[config.mk]
export PLATFORM = sky130hd
export DESIGN_NAME = rmf_median
export DESIGN_NICKNAME = d
export VERILOG_FILES = /design/src/rmf_pkg.sv /design/src/rmf_median.sv
export SDC_FILE = /design/constraint.sdc
export NUM_CORES = 1
export LEC_CHECK = 0
export ABC_CLOCK_PERIOD_IN_PS = 4800
export BUFFER_PORTS_ARGS = -buffer_cell sky130_fd_sc_hd__buf_4
export CAP_MARGIN = 10
export CORE_MARGIN = 1
export CORE_UTILIZATION = 45
export CTS_CLUSTER_DIAMETER = 30
export DETAILED_ROUTE_END_ITERATION = 10
export GPL_ROUTABILITY_DRIVEN = 0
export GPL_TIMING_DRIVEN = 1
export PLACE_DENSITY = 0.73
export REMOVE_ABC_BUFFERS = 1
export SLEW_MARGIN = 0
export SYNTH_ARGS = -nofsm -noshare
export SYNTH_HDL_FRONTEND = slang
export SYNTH_SLANG_ARGS = --single-unit
[constraint.sdc]
create_clock -name clk_i -period 4.8 [get_ports clk_i]
set_input_delay 0.48 -clock clk_i [delete_from_list [all_inputs] [get_ports clk_i]]
set_output_delay 0.48 -clock clk_i [all_outputs]
set_load 0.01 [all_outputs]
[src/rmf_pkg.sv]
`timescale 1ns / 1ps

package rmf_pkg;

  localparam int MaxWidth    = 2048;
  localparam int ChannelBits = 8;
  localparam int ColW        = $clog2(MaxWidth);
  localparam int CfgWidthW   = 12;
  localparam int CfgHeightW  = 16;
  localparam int CfgDataW    = 16;
  localparam int RowW        = 16;
  localparam int MinDim      = 3;

  typedef logic [ChannelBits-1:0] chan_t;

  typedef struct packed {
    chan_t red;
    chan_t green;
    chan_t blue;
  } pixel_in_t;

  typedef struct packed {
    chan_t            out_red;
    chan_t            out_green;
    chan_t            out_blue;
    logic [RowW-1:0]  out_row;
    logic [ColW-1:0]  out_col;
    logic             frame_end;
  } pixel_out_t;

  typedef struct packed {
    logic [RowW-1:0] row;
    logic [ColW-1:0] col;
    logic            frame_end;
  } meta_t;

  // nine samples of one channel, column-major: column k holds entries 3k..3k+2
  typedef chan_t [8:0] win_t;

  typedef struct packed {
    chan_t hi;
    chan_t md;
    chan_t lo;
  } trio_t;

  typedef enum logic {
    CfgImageWidth  = 1'b0,
    CfgImageHeight = 1'b1
  } cfg_idx_e;

  function automatic trio_t sort3(chan_t a, chan_t b, chan_t c);
    chan_t l0;
    chan_t h0;
    chan_t m1;
    trio_t t;
    l0   = (a < b) ? a : b;
    h0   = (a < b) ? b : a;
    t.hi = (h0 > c) ? h0 : c;
    m1   = (h0 > c) ? c : h0;
    t.lo = (l0 < m1) ? l0 : m1;
    t.md = (l0 < m1) ? m1 : l0;
    return t;
  endfunction

endpackage

[src/rmf_median.sv]
`timescale 1ns / 1ps

// Median of nine: sort each column, then take the max of the lows, the median
// of the middles and the min of the highs; the median of those three is it.
module rmf_median (
  input  logic           clk_i,
  input  logic           en_i,
  input  rmf_pkg::win_t  win_i,
  output rmf_pkg::chan_t med_o
);

  rmf_pkg::trio_t col_d [3];
  rmf_pkg::trio_t col_q [3];
  rmf_pkg::trio_t lmh_d;
  rmf_pkg::trio_t lmh_q;
  rmf_pkg::trio_t lo_srt;
  rmf_pkg::trio_t md_srt;
  rmf_pkg::trio_t hi_srt;
  rmf_pkg::trio_t fin;

  always_comb begin
    for (int k = 0; k < 3; k++) begin
      col_d[k] = rmf_pkg::sort3(win_i[3*k], win_i[3*k+1], win_i[3*k+2]);
    end
    lo_srt   = rmf_pkg::sort3(col_q[0].lo, col_q[1].lo, col_q[2].lo);
    md_srt   = rmf_pkg::sort3(col_q[0].md, col_q[1].md, col_q[2].md);
    hi_srt   = rmf_pkg::sort3(col_q[0].hi, col_q[1].hi, col_q[2].hi);
    lmh_d.lo = lo_srt.hi;
    lmh_d.md = md_srt.md;
    lmh_d.hi = hi_srt.lo;
    fin      = rmf_pkg::sort3(lmh_q.lo, lmh_q.md, lmh_q.hi);
  end

  always_ff @(posedge clk_i) begin
    if (en_i) begin
      col_q <= col_d;
      lmh_q <= lmh_d;
    end
  end

  assign med_o = fin.md;

endmodule

==> results of run 1 <==
-- power by group through the flow --
stage	Clock (W)	Combinational, W	Sequential [W]
floorplan	0	0.00367	0.00145
global placement	0	0.00579	0.00153
detailed placement	0	0.00598	0.00154
CTS	0.000745	0.00751	0.00154
global route	0.000782	0.00994	0.00159
finish	0.000764	0.00935	0.00158
-- worst max-delay path by stage --
stage,startpoint,to,slack (ps),depth (start not counted)
after detailed placement,col_q[68],lmh_q[16],-620,26
after floorplan,win_i[9],col_q[56],-1730,20
after global placement,col_q[41],lmh_q[16],-390,22
after global routing,col_q[44],lmh_q[16],-860,28
after CTS,lmh_q[11],med_o[0],-430,23
final,col_q[44],lmh_q[16],-800,29
-- repair_timing --
| item | CTS | global route |
|---|---|---|
| hold buffers | 0 | 0 |
| gates resized for setup | 144 | 149 |
| setup endpoints to repair | 40 | 72 |
| gates cloned | 5 | 4 |
| setup buffers | 49 | 37 |
| pin swaps | 50 | 71 |
-- layer usage --
metal	global-route usage (%)	share of wire [%]	vias up
li1	-	-	4416
met5	0	0	-
met3	3.18	5.9	141
met2	45.7	51	465
met4	11.6	4.8	0
met1	31.6	39	4586
-- metrics by stage --
step / power (W) / worst slack, ps / std cells / utilization, %
after floorplan: 0.00512 / -1730 / 1011 / -
after global placement: 0.00732 / -388 / 1540 / 57.1
after detailed placement: 0.00752 / -616 / 1540 / 57.1
after CTS: 0.00979 / -431 / 1608 / 64.0
after global routing: 0.0123 / -860 / 1647 / 69.2
final: 0.0117 / -797 / 1647 / 69.2
-- placed cells by master (no fill, tap or decap), drive strengths merged, types with 2 or more instances in the layout --
| cell | netlist | layout |
|---|---|---|
| nand2b | 9 | 9 |
| nand4 | 19 | 19 |
| o31ai | 3 | 3 |
| a21o | 19 | 19 |
| o21a | 14 | 14 |
| mux2 | 56 | 56 |
| o211ai | 11 | 11 |
| inv | 141 | 144 |
| buf | 17 | 348 |
| o21ai | 84 | 84 |
| or3 | 2 | 2 |
| a211oi | 4 | 4 |
| o21bai | 3 | 3 |
| nor3 | 4 | 4 |
| clkinv | 0 | 4 |
| edfxtp | 96 | 96 |
| ha | 147 | 147 |
| a211o | 3 | 3 |
| a21oi | 89 | 89 |
| a31oi | 4 | 4 |
| a221oi | 2 | 2 |
| and2 | 2 | 2 |
| and3 | 2 | 2 |
| nor2 | 60 | 60 |
| clkbuf | 16 | 10 |
| nand3 | 6 | 6 |
| o22ai | 3 | 3 |
| nor3b | 3 | 3 |
| nand2 | 95 | 95 |
| o2111ai | 2 | 2 |
| nor2b | 14 | 14 |
| or2 | 5 | 5 |
| mux2i | 102 | 102 |
-- cell families after synthesis --
| logic type | count (synthesis) | share of synthesized area [%] |
|---|---|---|
| buffers and inverters | 174 | 7.34 |
| adder cells (fa/ha/maj) | 147 | 19.3 |
| AO/OA/AOI/OAI | 247 | 15.4 |
| multiplexers | 158 | 17.3 |
| AND/OR/NAND/NOR | 222 | 10.4 |
| flip-flops | 96 | 30.2 |
-- layout make-up --
class                      count  share of cell area [%]
inverter                     141                    3.73
timing repair buffer         350                    20.2
sequential                    96                    20.3
multi-input combinational    774                    51.2
clock buffer                   9                    1.59
clock inverter                 7                   0.608
tap                          270                    2.38
-- cell usage after synthesis, types with 4 or more instances --
master      n
a211oi_1    4
edfxtp_1   96
mux2i_1   102
or2_2       4
ha_1      147
mux2_2     56
buf_2       7
a21o_1     19
nand4_1    19
nor2_1     60
nand2_1    95
nand2b_1    9
a21oi_1    86
nand3_1     6
o21ai_0    79
nor3_1      4
o21a_1     14
clkbuf_1   16
nor2b_1    14
buf_1       4
o211ai_1   11
inv_1     141
-- registers in the layout, indices dropped and copies added (netlist names) --
signal	flops
col_q	72
lmh_q	24
-- worst min-delay path: stages --
cell and delay (ps):
buf_4 90, nand2_1 40, o21ai_0 60
==> reports/summary.txt, run 1 <==
H-tree Lvls -> 3
Remaining antenna violation count -> 0
Combinational share of power -> 80.0%
F_max -> 0.179 GHz
Initial antenna violation count -> 0
Final instance area -> 0.0142 mm^2
CTS Buf Count -> 9
Pin count of the biggest net entering global routing -> 52
Drt wl/cell -> 20.2 um
Post-layout minimum cycle time -> 5600 ps
Avg Cell Area, Syn -> 9.13 um^2
Setup repair after global routing missed its margin -> true
Layout cells sized above 1 -> 44.2%
Critical path type -> reg2reg
Worst reg-to-reg setup slack -> -800 ps
Status -> complete, but fails checks
Buf+Inv Stages, Crit Path -> 5
Worst-path clk slew -> 90 ps
IO Port Bufs -> 81
Hold EP -> col_q[17]
Max Cap Viol -> 0
Root Buffer -> clkbuf_16
Placeable core area -> 0.0205 mm^2
Clock network power share -> 6.5%
Critical path's largest stage delay -> 470 ps
Worst Setup End Kind -> flop
Placed Area -> 0.0117 mm^2
Ys flop type -> edfxtp_1
First-pass GRT wire length -> 44.6 mm
Multi-input logic area -> 0.00726 mm^2
#FFs+latches synth -> 96
Fillers -> 1,327
PwrDens -> 824 mW/mm^2
Nets@finish -> 1,593
WHS Path Cells -> 3
Cell with the largest stage delay on the worst path -> edfxtp_1
CP max FO -> 5
Top delay family on crit path -> compound AO/OA/AOI/OAI gates
Switch share -> 44.0%
Tcrit/Tclk final -> 117%
Die H -> 148 um
Total leakage power -> 6.66 nW
Post-Route WL -> 33.3 mm
DRC violations left -> 0
Violated checks -> negative setup slack
Top post-synthesis cells by area -> edfxtp_1 (30%), ha_1 (19%), mux2i_1 (11%)
Synth top area share -> 30.2%
Clock Skew -> 13.8 ps
Netlist cell types -> 48
Max-slew violation count -> 0
EDFF count, synth -> 96
Vias in the first global route -> 9,001
RR Endpoint -> lmh_q[16]
CP dominant cell by count -> o21ai_1
Critical Path AT -> 5720 ps
Setup_tns -> -13,510 ps
Syn Std Cell Area -> 0.00953 mm^2
Worst setup SP type -> flop
Sequential share of the synthesized area -> 30.2%
Pre-antenna DRT Iters -> 5
FF/Latch Area -> 0.00288 mm^2
Detailed router's first-iteration violation count -> 815
TritonCTS clock tree -> built
Switching power -> 0.00514 W
Clk sink count -> 96
Max Buffers Root-to-Sink -> 2
Synth warnings -> 0
Flop pwr share -> 13.5%
Row cnt -> 52
Worst EP required -> 4920 ps
Post-synth ARST share -> 0%
Worst-Margin Slew -> 795 ps
Starting Density -> 46.5%
Synthesized instance count -> 1,044
Cell taking the most area after synthesis -> edfxtp_1
HP Class -> in2reg
# setup viols final -> 45
Min-delay src -> win_i[65]
Num ports -> 82
Diode count -> 0
Die X -> 148 um
DR vias -> 9,608
Die ar. -> 0.0218 mm^2
Max-slew headroom -> 46.7%
Final Hold Viols -> 0
Clock latency on the worst-skew pair -> 370 ps
Worst hold slack -> 412 ps
Worst VDD drop -> 565 uV
DP HPWL -> 19.2 mm
Grt ovf -> 0
Final WS setup -> -797 ps
Internal power -> 0.00655 W
Layout area overhead -> 48.9%
Vias per inst -> 5.83
All-layer global routing usage -> 25.9%
R2R Path Start -> col_q[44]
R2R depth -> 29
(Power assumes the default switching activity.)
==> run 2, diff against run 1 <==
--- a/config.mk
+++ b/config.mk
@@ -16,6 +16,7 @@
 export GPL_TIMING_DRIVEN = 1
 export PLACE_DENSITY = 0.73
 export REMOVE_ABC_BUFFERS = 1
+export SKIP_LAST_GASP = 1
 export SLEW_MARGIN = 0
 export SYNTH_ARGS = -nofsm -noshare
 export SYNTH_HDL_FRONTEND = slang
==> run 2 against run 1 <==
Non-clock buffer count increased by 1. First-iteration DRC count increased by 3.1%. Register-to-register slack improved by 40 ps. Clock power about the same. Flip-flop and latch count unchanged. Sequential share of layout area about the same. Setup slack improved by 37 ps. The run still ends with negative setup slack left. Highest routed layer unchanged. Via count decreased by 0.70%.
==> reports/summary.txt, run 2 (same netlist as run 1, synthesis figures left out) <==
Die H -> 148 um (unchanged)
CP max FO -> 8 (+3)
TritonCTS clock tree -> built
R2R depth -> 28 (-3.4%)
All-layer global routing usage -> 25.9% (-0.028 points)
Combinational share of power -> 80.0% (about the same)
Critical Path AT -> 5670 ps (-50 ps)
Root Buffer -> clkbuf_16
Total leakage power -> 6.66 nW (about the same)
Worst setup SP type -> flop
First-pass GRT wire length -> 44.5 mm (-0.17%)
Clk sink count -> 96 (unchanged)
Cell with the largest stage delay on the worst path -> edfxtp_1
DP Worst Slack -> -616 ps (unchanged)
Max Buffers Root-to-Sink -> 2 (unchanged)
Worst-Margin Slew -> 795 ps (+0.408 ps)
Post-Route WL -> 33.2 mm (-0.36%)
DP HPWL -> 19.2 mm (unchanged)
Diode count -> 0 (unchanged)
Top delay family on crit path -> compound AO/OA/AOI/OAI gates
# setup viols final -> 42 (-6.7%)
Final WS setup -> -760 ps (+37.1 ps)
CTS Buf Count -> 9 (unchanged)
Buf+Inv Stages, Crit Path -> 7 (+2)
Remaining antenna violation count -> 0 (unchanged)
Setup repair after global routing missed its margin -> true
Worst Setup End Kind -> flop
Starting Density -> 46.5% (unchanged)
Hold EP -> col_q[17]
Die X -> 148 um (unchanged)
Layout cells sized above 1 -> 44.2% (about the same)
Pin count of the biggest net entering global routing -> 52 (unchanged)
Violated checks -> negative setup slack
R2R Path Start -> col_q[44]
Reg with most FFs -> col_q
Critical path type -> reg2reg
Num ports -> 82 (unchanged)
Grt ovf -> 0 (unchanged)
Nets@finish -> 1,594 (+0.063%)
Initial antenna violation count -> 0 (unchanged)
Worst hold slack -> 410 ps (-1.50 ps)
Fillers -> 1,327 (unchanged)
WHS Path Cells -> 3 (unchanged)
Flop pwr share -> 13.5% (about the same)
Hold Buf Count CTS -> 0 (unchanged)
Critical path's largest stage delay -> 450 ps (-20 ps)
PwrDens -> 824 mW/mm^2 (about the same)
Pre-antenna DRT Iters -> 6 (+1)
Placeable core area -> 0.0205 mm^2 (unchanged)
FF/Latch Area -> 0.00288 mm^2 (unchanged)
Final Hold Viols -> 0 (unchanged)
Status -> complete, but fails checks
Post-layout minimum cycle time -> 5560 ps (-37.1 ps)
Min-delay src -> win_i[65]
DR vias -> 9,541 (-0.70%)
H-tree Lvls -> 3 (unchanged)
Setup_tns -> -12,490 ps (+1020 ps)
Worst EP required -> 4910 ps (about the same)
Clock latency on the worst-skew pair -> 370 ps (about the same)
Multi-input logic area -> 0.00728 mm^2 (+0.21%)
Switch share -> 43.8% (-0.16 points)
Vias per inst -> 5.79 (-0.76%)
Internal power -> 0.00658 W (+0.44%)
Max-slew violation count -> 0 (unchanged)
Tcrit/Tclk final -> 116% (-0.77 points)
Worst reg-to-reg setup slack -> -760 ps (+40 ps)
Vias in the first global route -> 9,014 (+0.14%)
Switching power -> 0.00513 W (-0.21%)
F_max -> 0.180 GHz (+0.67%)
Row cnt -> 52 (unchanged)
Max Cap Viol -> 0 (unchanged)
Worst-path clk slew -> 90 ps (about the same)
Largest regs -> col_q (72), lmh_q (24)
IO Port Bufs -> 81 (unchanged)
RR Endpoint -> lmh_q[21]
Clock Skew -> 16.3 ps (+2.52 ps)
Max-slew headroom -> 46.6% (about the same)
Clock network power share -> 6.5% (about the same)
Die ar. -> 0.0218 mm^2 (unchanged)
HP Class -> in2reg
Commonest non-fill, non-tap cells in the layout -> buf_4 (316), inv_1 (134), ha_1 (100)
Worst VDD drop -> 568 uV (+0.51%)
DRC violations left -> 0 (unchanged)
Drt wl/cell -> 20.1 um (-0.42%)
Most common cell after layout, fill and taps aside -> buf_4
Layout area overhead -> 49.1%
Detailed router's first-iteration violation count -> 840 (+3.1%)
Largest register FFs -> 72 (unchanged)
==> run 2: how the worst max path moves through the flow <==
stage / startpoint / end / slack [ps] / depth (start not counted)
floorplan: win_i[9] / col_q[56] / -1730 / 20
global route: col_q[45] / lmh_q[16] / -900 / 28
finish: col_q[44] / lmh_q[21] / -760 / 28
global placement: col_q[41] / lmh_q[16] / -390 / 22
CTS: lmh_q[11] / med_o[0] / -430 / 23
detailed placement: col_q[68] / lmh_q[16] / -620 / 26
==> run 2: worst register-to-register path: cells and delay by family, from the launching register on <==
family,cells,cell delay (ps)
AOI/OAI and AO/OA,11,1850
buffers and inverters,7,1070
adders and majority gates,3,720
muxes,2,670
and+or+nand+nor,5,540
DFF,1,450
==> run 2: layout make-up <==
class	count	share of cell area, %
clock buffers	9	1.58
clock inverters	7	0.608
inverters	141	3.72
multi-input cells	774	51.2
flip-flops and latches	96	20.3
well taps	270	2.38
repair buffers	351	20.2
==> run 2: timing repair <==
action,4_1_cts,5_1_grt
setup buffers,49,38
pin swaps,50,73
setup endpoints to repair,40,72
resized for setup,143,148
endpoints found under the hold margin,0,0
cloned,5,4
==> run 2: routing by layer <==
layer,GRT usage (%),vias up,routed length [um]
li1,-,4411,-
met1,31.5,4538,13000
met2,45.7,439,16400
met3,3.18,153,2020
met4,11.7,0,1840
met5,0,-,0
==> run 2: per-stage QoR <==
stage                     utilization [%]  instance area [um^2]  power (W)  std cells
final                                69.3                 14200     0.0117       1648
after floorplan                         -                  9360    0.00512       1011
after detailed placement             57.1                 11700    0.00752       1540
after CTS                            63.9                 13100    0.00978       1608
after global routing                 69.3                 14200     0.0123       1648
after global placement               57.1                 11700    0.00732       1540
==> run 2: power by group through the flow <==
stage                     logic [W]  clock network, W  registers (W)
after global routing        0.00996          0.000788        0.00160
after global placement      0.00579                 0        0.00153
final                       0.00937          0.000762        0.00158
after detailed placement    0.00598                 0        0.00154
after CTS                   0.00750          0.000745        0.00154
after floorplan             0.00367                 0        0.00145
